--- config.mk ---
export PLATFORM = sky130hd
export DESIGN_NAME = cmap4_seq_flat
export DESIGN_NICKNAME = d
export VERILOG_FILES = /design/src/rtl/core/cmap4_pkg.sv /design/src/rtl/core/cmap4_if.sv /design/src/rtl/core/cmap4_seq.sv /design/src/flat_wrapper.sv
export SDC_FILE = /design/constraint.sdc
export NUM_CORES = 1
export LEC_CHECK = 0
export BUFFER_PORTS_ARGS = -buffer_cell sky130_fd_sc_hd__buf_4
export CAP_MARGIN = 25
export CORE_UTILIZATION = 25
export DETAILED_ROUTE_END_ITERATION = 8
export SYNTH_ARGS = -nofsm -noshare
export SYNTH_HDL_FRONTEND = slang
export SYNTH_SLANG_ARGS = --single-unit
--- constraint.sdc ---
create_clock -name clk_i -period 6.8 [get_ports clk_i]
set_clock_uncertainty 0.2 [all_clocks]
set_input_delay 1.36 -clock clk_i [delete_from_list [all_inputs] [get_ports clk_i]]
set_output_delay 1.36 -clock clk_i [all_outputs]
set_load 0.02 [all_outputs]
--- src/rtl/core/cmap4_pkg.sv ---
`timescale 1ns / 1ps
`default_nettype none
// ---------------------------------------------------------------------------
// cmap4_pkg
// Shared types and constants for the cmap format 4 glyph lookup core.
// ---------------------------------------------------------------------------
package cmap4_pkg;

  localparam int MaxSegments   = 256;
  localparam int MaxGlyphWords = 4096;
  localparam int SegAddrW      = $clog2(MaxSegments);
  localparam int GlyphAddrW    = $clog2(MaxGlyphWords);
  localparam int SegCntW       = 9;
  localparam int GlyphCntW     = 13;
  localparam int CfgDataW      = 13;
  localparam int SlotW         = 12;
  localparam int CodeW         = 16;
  localparam int CpW           = 21;

  typedef enum logic [1:0] {
    KIND_SEG    = 2'd0,
    KIND_WORD   = 2'd1,
    KIND_LOOKUP = 2'd2
  } kind_e;

  typedef enum logic [2:0] {
    STAT_MAPPED       = 3'd0,
    STAT_NO_SEGMENT   = 3'd1,
    STAT_BELOW_START  = 3'd2,
    STAT_OUT_OF_RANGE = 3'd3,
    STAT_ARRAY_ZERO   = 3'd4
  } status_e;

  typedef enum logic [0:0] {
    CFG_SEG_COUNT   = 1'b0,
    CFG_GLYPH_COUNT = 1'b1
  } cfg_reg_e;

  typedef enum logic [2:0] {
    ST_IDLE,
    ST_PROBE,
    ST_CMP,
    ST_SEG,
    ST_FETCH,
    ST_IDX,
    ST_RANGE,
    ST_WORD
  } state_e;

  typedef struct packed {
    logic [CodeW-1:0] end_code;
    logic [CodeW-1:0] start_cp;
    logic [CodeW-1:0] delta;
    logic [CodeW-1:0] roff;
  } seg_entry_t;

  typedef struct packed {
    logic                we;
    logic [SegAddrW-1:0] addr;
    seg_entry_t          wdata;
  } seg_ram_req_t;

  typedef struct packed {
    logic                  we;
    logic [GlyphAddrW-1:0] addr;
    logic [CodeW-1:0]      wdata;
  } glyph_ram_req_t;

endpackage
`default_nettype wire

--- src/rtl/core/cmap4_if.sv ---
`timescale 1ns / 1ps
`default_nettype none
// ---------------------------------------------------------------------------
// cmap4 channel interfaces
// Request channel (loads and lookups) and response channel (glyph, status).
// ---------------------------------------------------------------------------
interface cmap4_req_if;
  logic                             valid;
  logic                             ready;
  logic [1:0]                       kind;
  logic [cmap4_pkg::SlotW-1:0]      slot;
  logic [cmap4_pkg::CodeW-1:0]      seg_end;
  logic [cmap4_pkg::CodeW-1:0]      seg_start;
  logic signed [cmap4_pkg::CodeW-1:0] seg_delta;
  logic [cmap4_pkg::CodeW-1:0]      seg_range_offset;
  logic [cmap4_pkg::CodeW-1:0]      array_word;
  logic [cmap4_pkg::CpW-1:0]        codepoint;

  modport source (output valid, kind, slot, seg_end, seg_start, seg_delta,
                  seg_range_offset, array_word, codepoint, input ready);
  modport sink (input valid, kind, slot, seg_end, seg_start, seg_delta,
                seg_range_offset, array_word, codepoint, output ready);
endinterface

interface cmap4_rsp_if;
  logic                        valid;
  logic                        ready;
  logic [cmap4_pkg::CodeW-1:0] glyph;
  logic [2:0]                  status;

  modport source (output valid, glyph, status, input ready);
  modport sink (input valid, glyph, status, output ready);
endinterface
`default_nettype wire

--- src/rtl/core/cmap4_seq.sv ---
`timescale 1ns / 1ps
`default_nettype none
// ---------------------------------------------------------------------------
// cmap4_seq
// Sequencer: binary search over the segment RAM, then segment check and glyph
// array access, one add/compare step per cycle unless the response stalls.
// ---------------------------------------------------------------------------
module cmap4_seq (
  input  wire logic                              clk_i,
  input  wire logic                              rst_ni,
  input  wire logic [cmap4_pkg::SegCntW-1:0]     seg_used_i,
  input  wire logic [cmap4_pkg::GlyphCntW-1:0]   word_used_i,
  cmap4_req_if.sink                              req_i,
  cmap4_rsp_if.source                            rsp_o,
  output cmap4_pkg::seg_ram_req_t                seg_req_o,
  input  wire cmap4_pkg::seg_entry_t             seg_rdata_i,
  output cmap4_pkg::glyph_ram_req_t              glyph_req_o,
  input  wire logic [cmap4_pkg::CodeW-1:0]       glyph_rdata_i
);

  localparam int CW = cmap4_pkg::CodeW;
  localparam int NW = cmap4_pkg::SegCntW;

  cmap4_pkg::state_e state_q, state_d;
  logic [cmap4_pkg::CpW-1:0]      cp_q, cp_d;
  logic [NW-1:0]                  lo_q, lo_d;
  logic [NW-1:0]                  n_q, n_d;
  logic [cmap4_pkg::SegAddrW-1:0] h_q, h_d;
  logic [CW-1:0]                  t_q, t_d;
  logic [CW-1:0]                  idx_q, idx_d;
  logic [CW-1:0]                  delta_q, delta_d;
  logic                           out_valid_q, out_valid_d;
  logic [CW-1:0]                  glyph_q, glyph_d;
  logic [2:0]                     status_q, status_d;

  logic                           accept;
  logic                           can_emit;
  logic                           finish;
  logic [CW-1:0]                  res_glyph;
  cmap4_pkg::status_e             res_status;
  logic [CW-1:0]                  cp16;

  assign req_i.ready = (state_q == cmap4_pkg::ST_IDLE);
  assign accept   = req_i.valid && req_i.ready;
  assign can_emit = !out_valid_q || rsp_o.ready;
  assign cp16     = cp_q[CW-1:0];

  assign rsp_o.valid  = out_valid_q;
  assign rsp_o.glyph  = glyph_q;
  assign rsp_o.status = status_q;

  always_comb begin
    state_d    = state_q;
    cp_d       = cp_q;
    lo_d       = lo_q;
    n_d        = n_q;
    h_d        = h_q;
    t_d        = t_q;
    idx_d      = idx_q;
    delta_d    = delta_q;
    finish     = 1'b0;
    res_glyph  = '0;
    res_status = cmap4_pkg::STAT_MAPPED;

    seg_req_o.we     = 1'b0;
    seg_req_o.addr   = lo_q[cmap4_pkg::SegAddrW-1:0];
    seg_req_o.wdata  = {req_i.seg_end, req_i.seg_start, req_i.seg_delta,
                        req_i.seg_range_offset};
    glyph_req_o.we    = 1'b0;
    glyph_req_o.addr  = idx_q[cmap4_pkg::GlyphAddrW-1:0];
    glyph_req_o.wdata = req_i.array_word;

    case (state_q)
      cmap4_pkg::ST_IDLE: begin
        if (accept) begin
          case (req_i.kind)
            cmap4_pkg::KIND_SEG: begin
              seg_req_o.we   = (req_i.slot < cmap4_pkg::SlotW'(cmap4_pkg::MaxSegments));
              seg_req_o.addr = req_i.slot[cmap4_pkg::SegAddrW-1:0];
            end
            cmap4_pkg::KIND_WORD: begin
              glyph_req_o.we   = 1'b1;
              glyph_req_o.addr = req_i.slot[cmap4_pkg::GlyphAddrW-1:0];
            end
            cmap4_pkg::KIND_LOOKUP: begin
              cp_d    = req_i.codepoint;
              lo_d    = '0;
              n_d     = seg_used_i;
              state_d = cmap4_pkg::ST_PROBE;
            end
            default: ;
          endcase
        end
      end
      cmap4_pkg::ST_PROBE: begin
        if (n_q == '0) begin
          state_d = cmap4_pkg::ST_SEG;
        end else begin
          h_d            = n_q[NW-1:1];
          seg_req_o.addr = cmap4_pkg::SegAddrW'(lo_q + {1'b0, n_q[NW-1:1]});
          state_d        = cmap4_pkg::ST_CMP;
        end
      end
      cmap4_pkg::ST_CMP: begin
        // end code below codepoint: search moves past the probe
        if (cmap4_pkg::CpW'(seg_rdata_i.end_code) < cp_q) begin
          lo_d = lo_q + NW'(h_q) + NW'(1);
          n_d  = n_q - NW'(h_q) - NW'(1);
        end else begin
          n_d = NW'(h_q);
        end
        state_d = cmap4_pkg::ST_PROBE;
      end
      cmap4_pkg::ST_SEG: begin
        if (lo_q >= seg_used_i) begin
          finish     = 1'b1;
          res_status = cmap4_pkg::STAT_NO_SEGMENT;
        end else begin
          state_d = cmap4_pkg::ST_FETCH;
        end
      end
      cmap4_pkg::ST_FETCH: begin
        // a segment was found, so the codepoint fits in 16 bits
        delta_d = seg_rdata_i.delta;
        t_d     = {1'b0, seg_rdata_i.roff[CW-1:1]} + cp16
                  - seg_rdata_i.start_cp;
        if (seg_rdata_i.start_cp > cp16) begin
          finish     = 1'b1;
          res_status = cmap4_pkg::STAT_BELOW_START;
        end else if (seg_rdata_i.roff == '0) begin
          finish    = 1'b1;
          res_glyph = cp16 + seg_rdata_i.delta;
        end else begin
          state_d = cmap4_pkg::ST_IDX;
        end
      end
      cmap4_pkg::ST_IDX: begin
        idx_d   = t_q - (CW'(seg_used_i) - CW'(lo_q));
        state_d = cmap4_pkg::ST_RANGE;
      end
      cmap4_pkg::ST_RANGE: begin
        if (idx_q >= CW'(word_used_i)) begin
          finish     = 1'b1;
          res_status = cmap4_pkg::STAT_OUT_OF_RANGE;
        end else begin
          state_d = cmap4_pkg::ST_WORD;
        end
      end
      cmap4_pkg::ST_WORD: begin
        finish = 1'b1;
        if (glyph_rdata_i == '0) begin
          res_status = cmap4_pkg::STAT_ARRAY_ZERO;
        end else begin
          res_glyph = glyph_rdata_i + delta_q;
        end
      end
      default: state_d = cmap4_pkg::ST_IDLE;
    endcase

    // hold the finishing state until the output register is free
    out_valid_d = out_valid_q && !rsp_o.ready;
    glyph_d     = glyph_q;
    status_d    = status_q;
    if (finish) begin
      if (can_emit) begin
        out_valid_d = 1'b1;
        glyph_d     = res_glyph;
        status_d    = res_status;
        state_d     = cmap4_pkg::ST_IDLE;
      end else begin
        state_d = state_q;
      end
    end
  end

  always_ff @(posedge clk_i or negedge rst_ni) begin
    if (!rst_ni) begin
      state_q     <= cmap4_pkg::ST_IDLE;
      out_valid_q <= 1'b0;
    end else begin
      state_q     <= state_d;
      out_valid_q <= out_valid_d;
    end
  end

  always_ff @(posedge clk_i) begin
    cp_q     <= cp_d;
    lo_q     <= lo_d;
    n_q      <= n_d;
    h_q      <= h_d;
    t_q      <= t_d;
    idx_q    <= idx_d;
    delta_q  <= delta_d;
    glyph_q  <= glyph_d;
    status_q <= status_d;
  end

endmodule
`default_nettype wire

--- src/flat_wrapper.sv ---
// flat-port wrapper written by rule: the top's interface ports become plain ports
module cmap4_seq_flat 
  (clk_i, rst_ni, seg_used_i, word_used_i, seg_req_o, seg_rdata_i, glyph_req_o, glyph_rdata_i, req_i_valid, req_i_kind, req_i_slot, req_i_seg_end, req_i_seg_start, req_i_seg_delta, req_i_seg_range_offset, req_i_array_word, req_i_codepoint, req_i_ready, rsp_o_valid, rsp_o_glyph, rsp_o_status, rsp_o_ready);
  cmap4_req_if req_i_i ();
  cmap4_rsp_if rsp_o_i ();
  input  wire logic clk_i;
  input  wire logic rst_ni;
  input  wire logic [cmap4_pkg::SegCntW-1:0] seg_used_i;
  input  wire logic [cmap4_pkg::GlyphCntW-1:0] word_used_i;
  output cmap4_pkg::seg_ram_req_t seg_req_o;
  input  wire cmap4_pkg::seg_entry_t seg_rdata_i;
  output cmap4_pkg::glyph_ram_req_t glyph_req_o;
  input  wire logic [cmap4_pkg::CodeW-1:0] glyph_rdata_i;
  input wire logic [$bits(req_i_i.valid)-1:0] req_i_valid;
  input wire logic [$bits(req_i_i.kind)-1:0] req_i_kind;
  input wire logic [$bits(req_i_i.slot)-1:0] req_i_slot;
  input wire logic [$bits(req_i_i.seg_end)-1:0] req_i_seg_end;
  input wire logic [$bits(req_i_i.seg_start)-1:0] req_i_seg_start;
  input wire logic [$bits(req_i_i.seg_delta)-1:0] req_i_seg_delta;
  input wire logic [$bits(req_i_i.seg_range_offset)-1:0] req_i_seg_range_offset;
  input wire logic [$bits(req_i_i.array_word)-1:0] req_i_array_word;
  input wire logic [$bits(req_i_i.codepoint)-1:0] req_i_codepoint;
  output wire logic [$bits(req_i_i.ready)-1:0] req_i_ready;
  output wire logic [$bits(rsp_o_i.valid)-1:0] rsp_o_valid;
  output wire logic [$bits(rsp_o_i.glyph)-1:0] rsp_o_glyph;
  output wire logic [$bits(rsp_o_i.status)-1:0] rsp_o_status;
  input wire logic [$bits(rsp_o_i.ready)-1:0] rsp_o_ready;
  assign req_i_i.valid = req_i_valid;
  assign req_i_i.kind = req_i_kind;
  assign req_i_i.slot = req_i_slot;
  assign req_i_i.seg_end = req_i_seg_end;
  assign req_i_i.seg_start = req_i_seg_start;
  assign req_i_i.seg_delta = req_i_seg_delta;
  assign req_i_i.seg_range_offset = req_i_seg_range_offset;
  assign req_i_i.array_word = req_i_array_word;
  assign req_i_i.codepoint = req_i_codepoint;
  assign req_i_ready = req_i_i.ready;
  assign rsp_o_valid = rsp_o_i.valid;
  assign rsp_o_glyph = rsp_o_i.glyph;
  assign rsp_o_status = rsp_o_i.status;
  assign rsp_o_i.ready = rsp_o_ready;
  cmap4_seq u_core (.clk_i(clk_i), .rst_ni(rst_ni), .seg_used_i(seg_used_i), .word_used_i(word_used_i), .req_i(req_i_i), .rsp_o(rsp_o_i), .seg_req_o(seg_req_o), .seg_rdata_i(seg_rdata_i), .glyph_req_o(glyph_req_o), .glyph_rdata_i(glyph_rdata_i));
endmodule
# Yosys cells after proc, flatten, opt, wreduce, memory -nomap -nowiden
# Index checks and enable logic that the tools add are counted.
# totals
inputBits,221
regBits,118
word_cells,107
# op_classes
n_eq_ne,19
order_cmp,5
n_reduce_logical,18
addsub,11
bitwise_logic,1
n_mux,42
# op_table
cell,n
$mux 9,8
$mux 16,3
$mux 13,3
$pmux 9 s2,2
$add 16x16->16,2
$logic_not 16->1,2
$pmux 16 s2,1
$sub 16x16->16,2
$mux 3,9
$lt 16x21->1,1
$pmux 3 s7,1
$add 15x16->16,1
$ge 16x13->1,1
$gt 16x16->1,1
$pmux 8 s2,1
$eq 3x3->1 const B,4
$lt 12x9->1 const B,1
$ne 3x2->1 const B,4
$pmux 3 s4,1
$sub 9x9->10,1
$add 9x1->9 const B,1
$add 9x8->9,1
$ge 9x9->1,1
$logic_not 9->1,1
26 further kinds,43

# Longest topological paths before layout
# Gate-level depths: netlist of the first run.
# logic_depth
depth_word,6
mapped_depth,18
mapped_depth_nobuf,18

# Worst setup path before layout of the first run
# No wires, ideal clock.
# synth_path
path_kind,input-to-reg
start,input port seg_used_i[0] (netlist name)
end,"register u_core.idx_q[14], data pin"
arrival_time_ns,4.531
setup_ns,0.258
stages,17
setup_slack_ns,1.811
n_path_buf,0
cell_sequence,inv_1 ha_1 inv_1 fa_1 a21o_1 a211oi_1 nor2_1 nor2_1 xor2_1 ha_1 a2111oi_2 o21ai_1 a221o_1 a211o_1 a31o_1 a21oi_1 xnor2_1
# synth_between
elab_chain_cells,2
# synth_rtl
item,line,rtl
start: declaration,flat_wrapper.sv:8,input wire logic [cmap4_pkg::SegCntW-1:0] seg_used_i;
$sub 9x9->10,cmap4_seq.sv:138,idx_d = t_q - (CW'(seg_used_i) - CW'(lo_q));
$sub 16x16->16,cmap4_seq.sv:138,
end signal: assignment,cmap4_seq.sv:192,idx_q <= idx_d;
end: declaration,cmap4_seq.sv:30,"logic [CW-1:0] idx_q, idx_d;"
# No other way between the ends.
# A chain may end at the register's enable or synchronous reset.

# Worst setup path in the final report of the first run
# Same ends and word-level chain as after synthesis.

==> results.tsv, run 1 <==
metric	value	unit
criticalPathCategory	input pin to flip-flop	
fmax	201	MHz
cts_tree	done	
synth-main-ff-cell	edfxtp_1	
outcome	finished with violations	
max_slew_margin	0.152	
synth_top_area_share	0.326	
intPower	3.01	mW
grt_first_pass_wirelength	46.4	mm
post_cts_resized	0	
fin_crit	4.97	ns
yosysUniqueCellTypes	75	
yosys_register_bits	118	
p_switching	2.06	mW
startpoint_type	input pin	
worstSetupStartpoint	seg_used_i[0]	
clock_latency	0.44	ns
hold_start	u_core.n_q[5]$_DFFE_PP_	
max_cap_viol_count	0	
die_height	207	um
die_w	207	um
cts_setup_buffers	0	
pin_count	344	
gr-total-overflow	0	
portBuffers	183	
final_util	0.307	
final_max_slew_viol_count	0	
crit_required	6.79	ns
rsz0062_at_grt	false	
r2r-start	u_core.lo_q[1]$_SDFFCE_PN0P_	
syn_to_final_growth	20.0	%
synth.area.top_cells	edfxtp_1 (33%), ha_1 (16%), buf_4 (5.7%), inv_1 (4.7%), fa_1 (4.2%)	
yosysSeqAreaShare	0.335	
clockPowerShare	0.202	
slowest_stage	fa_1	
dieArea	0.0429	mm^2
cts-hold-fix-buffers	0	
netlist_area	0.0105	mm^2
num_vias	8277	
route.detailed.drc	8	
worst_pin_slew	1.27	ns
firstDrtPassIters	7	
cts.sinks	118	
diodes	0	
final_layout_size_suffix_gt1_frac	0.213	
cts_root_buf	clkbuf_16	
fp-row-count	74	
wl_per_cell	17.4	um
finalHoldViolCount	0	
p_comb_frac	0.524	
cp_cell_sequence	buf_4, inv_1, ha_1, inv_1, fa_1, a21o_1, a211oi_1, nor2_1, nor2_1, xor2_1, ha_1, a2111oi_2, o21ai_1, a221o_1, a211o_1, a31o_1, a21oi_1, xnor2_1	
viasPerCell	4.77	
core_area	0.0411	mm^2
syn_inst	1075	
cp_max_fo	4	
setup_tns	0	ns
antenna_found_initial	0	
cp_slowest_stage_delay	0.39	ns
yosysWarnings	0	
numCtsBuffers	17	
yosys.area.top_type	edfxtp_1	
grt_usage	0.142	
dp_hpwl	25.2	mm
violations	DRC	
avgSynthCellArea	9.78	um^2
finalSetupViolCount	0	
arrival	4.96	ns
htree_levels	4	
final_nets	1571	
drtIter0Drc	549	
synth_nets	1455	
ant_nets	0	
gp_congestion	0.893	
swShare	0.407	
drt-total-wl	30.3	mm
seqPwrFrac	0.274	
leakage	5.58	nW
grt_pass1_vias	8267	
grt_max_degree	37	
start_util	0.256	
power.density	402	mW/mm^2
finalCritPeriodShare	0.732	
cts_max_path_buffers	2	
async_flop_share	0.0339	
synth_edf_count	114	
min_path_type	flip-flop to flip-flop	
clkTransAtPathRegs	0.06	ns
peakVddDrop	0.000184	V
critPathCaptureType	flip-flop	
final timing paths:
path	slack (ns)	depth (start not counted)	to
min in group asynchronous	0.51	1	u_core.state_q[2]$_DFFE_PN0P_
setup / recovery	1.83	18	u_core.idx_q[14]$_DFFE_PP_
setup reg to reg	2.43	15	u_core.idx_q[14]$_DFFE_PP_
hold / removal	0.35	0	u_core.h_q[4]$_DFFE_PP_
hold reg to reg	0.35	0	u_core.h_q[4]$_DFFE_PP_
max in group asynchronous	5.78	1	u_core.rsp_o.valid$_DFF_PN0_
metal layers:
layer / wire (um) / GRT usage / up-vias
met5: 0 / 0 / -
met4: 754 / 0.0548 / 0
met3: 2290 / 0.0417 / 35
met2: 13700 / 0.223 / 337
met1: 13600 / 0.183 / 3867
li1: - / - / 4038
cell families (layout without fill, tap and decap cells):
kind of cell               Yosys count  in the layout  share of synthesized area
AOI/OAI and AO/OA                  250            250                      0.158
xor gates and xnor gates            73             73                     0.0608
adders and majority gates          159            159                      0.205
buffers and inverters              224            353                      0.109
DFF                                118            118                      0.335
muxes                               22             22                     0.0224
and+or+nand+nor                    229            229                      0.109
cell usage after synthesis (all sizes together) (5+ instances only):
cell type,number
a211oi,13
a21o,28
a21oi,64
a222oi,6
a31o,5
a31oi,6
and2,7
and3,9
buf,82
clkbuf,8
edfxtp,114
fa,22
ha,137
inv,133
mux2,12
mux2i,10
nand2,45
nand2b,8
nand3,16
nand4,12
nor2,58
nor2b,12
nor3,27
nor4,17
o211ai,5
o21a,11
o21ai,53
o21bai,14
o22ai,13
or3,9
xnor2,43
xor2,30
power groups by stage:
stage	Sequential [mW]	Clock, mW	Combinational (mW)
floorplan	1.38	0	1.93
global placement	1.40	0	2.60
detailed placement	1.40	0	2.66
CTS	1.39	1.05	2.68
global route	1.42	1.08	2.96
finish	1.39	1.02	2.65
cells in the final DEF (no fill, tap or decap), types with 9 or more instances in the layout:
cell	instances
a211oi_1	11
a21o_1	26
a21oi_1	63
buf_4	187
clkbuf_16	17
edfxtp_1	114
fa_1	22
ha_1	137
inv_1	132
mux2_2	11
mux2i_1	10
nand2_1	45
nand3_1	16
nand4_1	12
nor2_1	57
nor2b_1	12
nor3_1	24
nor4_1	17
o21a_1	10
o21ai_0	44
o21ai_1	9
o21bai_1	14
o22ai_1	13
xnor2_1	43
xor2_1	30
critical path: cells and delay by family:
family	cells	cell delay [ns]
AND/OR/NAND/NOR	2	0.24
adder cells (fa/ha/maj)	3	0.85
XOR/XNOR	2	0.26
buffers and inverters	3	0.23
AO/OA/AOI/OAI	8	2.01
registers in the layout (all words and copies together) (netlist names):
name                 cells
u_core.delta_q          16
u_core.n_q               9
u_core.rsp_o.status      3
u_core.h_q               8
u_core.rsp_o.valid       1
u_core.lo_q              9
u_core.cp_q             21
u_core.idx_q            16
u_core.state_q           3
u_core.t_q              16
u_core.rsp_o.glyph      16
final cells by class:
| type | instances | area [um^2] |
|---|---|---|
| clock buffers | 17 | 425 |
| multi-input cells | 733 | 5850 |
| repair buffers | 188 | 1420 |
| well taps | 532 | 666 |
| fillers | 4292 | 28500 |
| flip-flops and latches | 118 | 3520 |
| inverters | 133 | 499 |
| clock inverters | 15 | 226 |
through the flow:
step,worst slack (ns),hold WS [ns],cells,power (mW),area (um^2)
5_1_grt,1.55,0.382,1736,5.46,12600
2_1_floorplan,1.81,0.284,1075,3.31,10500
6_report,1.83,0.355,1736,5.07,12600
4_1_cts,1.85,0.358,1736,5.12,12600
3_5_place_dp,1.39,0.333,1704,4.06,12000
3_3_place_gp,1.45,0.345,1703,4.00,11900
No activity file was read; power rests on OpenSTA's default activity.
==> inputs of run 2 (changes only) <==
clock period = 4.59 ns   (was 6.8 ns; I/O delays follow)
==> run 2 against run 1 <==
Against the previous run: the flow still finishes with violations (DRC); global-route usage grew 0.13 points; flip-flop and latch count stayed put; final area grew 1.3%; final cell count rose by 0.92%; via count increased by 0.47%; total power up 53%; die area stayed put; combinational power increased by 57%; worst setup slack worse by 1.6 ns; critical endpoint unchanged; clock power is 50% higher; clock-buffer cell count is the same.
==> results.tsv, run 2 (synthesized netlist as in run 1, its figures left out) <==
metric	value	unit	change
final_nets	1587		+1.0%
fp-row-count	74		unchanged
peakVddDrop	0.000294	V	+60%
grt_first_pass_wirelength	46.9	mm	+1.1%
start_util	0.256		unchanged
max_cap_viol_count	0		unchanged
violations	DRC		
criticalPathCategory	input pin to flip-flop		
largest_register_ff_count	21		unchanged
viasPerCell	4.75		-0.45%
worstPathBufferInverterCount	3		unchanged
portBuffers	183		unchanged
critPathCaptureType	flip-flop		
crit_end	u_core.idx_q[14]$_DFFE_PP_		
grt_max_degree	36		-2.7%
min_path_type	input pin to asynchronous set/reset pin		
die_w	207	um	unchanged
dp_hpwl	25.0	mm	-0.56%
multi_input_area	0.00589	mm^2	+0.60%
outcome	finished with violations		
fmax	229	MHz	
num_vias	8316		+0.47%
cp_slowest_stage_delay	0.38	ns	about the same
place_ws	-0.300	ns	-1.69 ns
diodes	0		unchanged
cp_max_fo	3		-1
setup_tns	0	ns	unchanged
dieArea	0.0429	mm^2	unchanged
fin_crit	4.37	ns	
layout_setup_ws	0.218	ns	-1.61 ns
power.density	606	mW/mm^2	+51%
worst_pin_slew	0.943	ns	-0.330 ns
max_slew_margin	0.372		+0.220
final_max_slew_viol_count	0		unchanged
seq_area	0.00352	mm^2	unchanged
r2r-start	u_core.lo_q[0]$_SDFFCE_PN0P_		
r2r_setup_slack	0.37	ns	-2.06 ns
cp_num_cells	18		unchanged
finalCritPeriodShare	0.952		
clkTransAtPathRegs	0.06	ns	about the same
drtIter0Drc	482		-12%
pin_count	344		unchanged
r2r-end	u_core.idx_q[14]$_DFFE_PP_		
core_area	0.0411	mm^2	unchanged
firstDrtPassIters	7		unchanged
route.detailed.drc	8		unchanged
final_layout_size_suffix_gt1_frac	0.226		+0.0128
finalSetupViolCount	0		unchanged
r2r_cells	16		+1
cts-hold-fix-buffers	0		unchanged
syn_to_final_growth	21.5	%	
cts_tree	done		
slowest_stage	a2111oi_4		
cts_max_path_buffers	2		unchanged
drt-total-wl	30.4	mm	+0.34%
worstSetupStartpoint	seg_used_i[0]		
cts_root_buf	clkbuf_16		
fillers	4274		-0.42%
fin_total_pwr	7.73	mW	+53%
arrival	4.37	ns	-0.59 ns
startpoint_type	input pin		
clock_latency	0.45	ns	about the same
largest-register	u_core.cp_q		
wl_per_cell	17.3	um	-0.58%
cts.sinks	118		unchanged
mostFrequentLayoutCells	buf_4 (204), ha_1 (137), inv_1 (132), edfxtp_1 (114), a21oi_1 (62)		
leakage	5.67	nW	+1.6%
htree_levels	4		unchanged
final_common_cell	buf_4		
grt_pass1_vias	8342		+0.91%
cp_top_family	compound AO/OA/AOI/OAI gates		
antenna_found_initial	0		unchanged
gp_congestion	0.887		-0.59%
crit_required	4.59	ns	-2.20 ns
cp_cell_sequence	buf_4, inv_1, ha_1, inv_1, fa_2, a21o_1, a211oi_2, nor2_2, nor2_2, xor2_1, ha_1, a2111oi_4, o21ai_1, a221o_1, a211o_1, a31o_1, a21oi_2, xnor2_1		
numCtsBuffers	17		unchanged
ant_nets	0		unchanged
post_cts_resized	0		unchanged
finalHoldViolCount	0		unchanged
grt_usage	0.143		+0.00126
cts_setup_buffers	0		unchanged
die_height	207	um	unchanged
gr-total-overflow	0		unchanged
==> run 2: changes by cell type in the layout (fill, tap and decap cells not counted), moves of 2 or more <==
cell	delta
nor2_2	+2
inv_6	-3
clkinv_1	+2
nor2_1	-2
buf_4	+17
==> run 2: worst min-delay path by stage <==
stage                       startpoint                             to  slack [ns]
2_1_floorplan  u_core.n_q[5]$_DFFE_PP_        u_core.h_q[4]$_DFFE_PP_        0.28
3_3_place_gp   u_core.n_q[4]$_DFFE_PP_        u_core.h_q[3]$_DFFE_PP_        0.35
3_5_place_dp   u_core.n_q[5]$_DFFE_PP_        u_core.h_q[4]$_DFFE_PP_        0.32
4_1_cts                         rst_ni  u_core.state_q[0]$_DFFE_PN0P_        0.05
5_1_grt                         rst_ni  u_core.state_q[1]$_DFFE_PN0P_        0.05
6_report                        rst_ni  u_core.state_q[1]$_DFFE_PN0P_        0.07
==> run 2: area by class of cell <==
cell class / count / area share
Clock buffer: 17 / 0.0333
Clock inverter: 15 / 0.0183
Inverter: 133 / 0.0391
Multi-Input combinational cell: 733 / 0.461
Sequential cell: 118 / 0.276
Tap cell: 532 / 0.0521
Timing Repair Buffer: 204 / 0.120
==> run 2: power breakdown <==
group | switching, mW | internal [mW]
sequential | 0.284 | 1.76
combinational | 2.31 | 1.84
clock | 0.516 | 1.01
total | 3.11 | 4.62
==> run 2: metal layers <==
metal	global-route usage	part of all wire	vias up
met5	0.00890	0.0018	-
met2	0.225	0.45	318
met1	0.189	0.47	3888
met4	0.0443	0.017	2
li1	-	-	4074
met3	0.0412	0.063	34
==> run 2: through the flow <==
| step | util | hold WS (ns) | instances | instance area [um^2] |
|---|---|---|---|---|
| floorplan | - | 0.284 | 1075 | 10500 |
| global placement | 0.294 | 0.346 | 1719 | 12100 |
| detailed placement | 0.294 | 0.318 | 1720 | 12100 |
| CTS | 0.310 | 0.0521 | 1752 | 12700 |
| global route | 0.311 | 0.0549 | 1752 | 12800 |
| finish | 0.311 | 0.0706 | 1752 | 12800 |
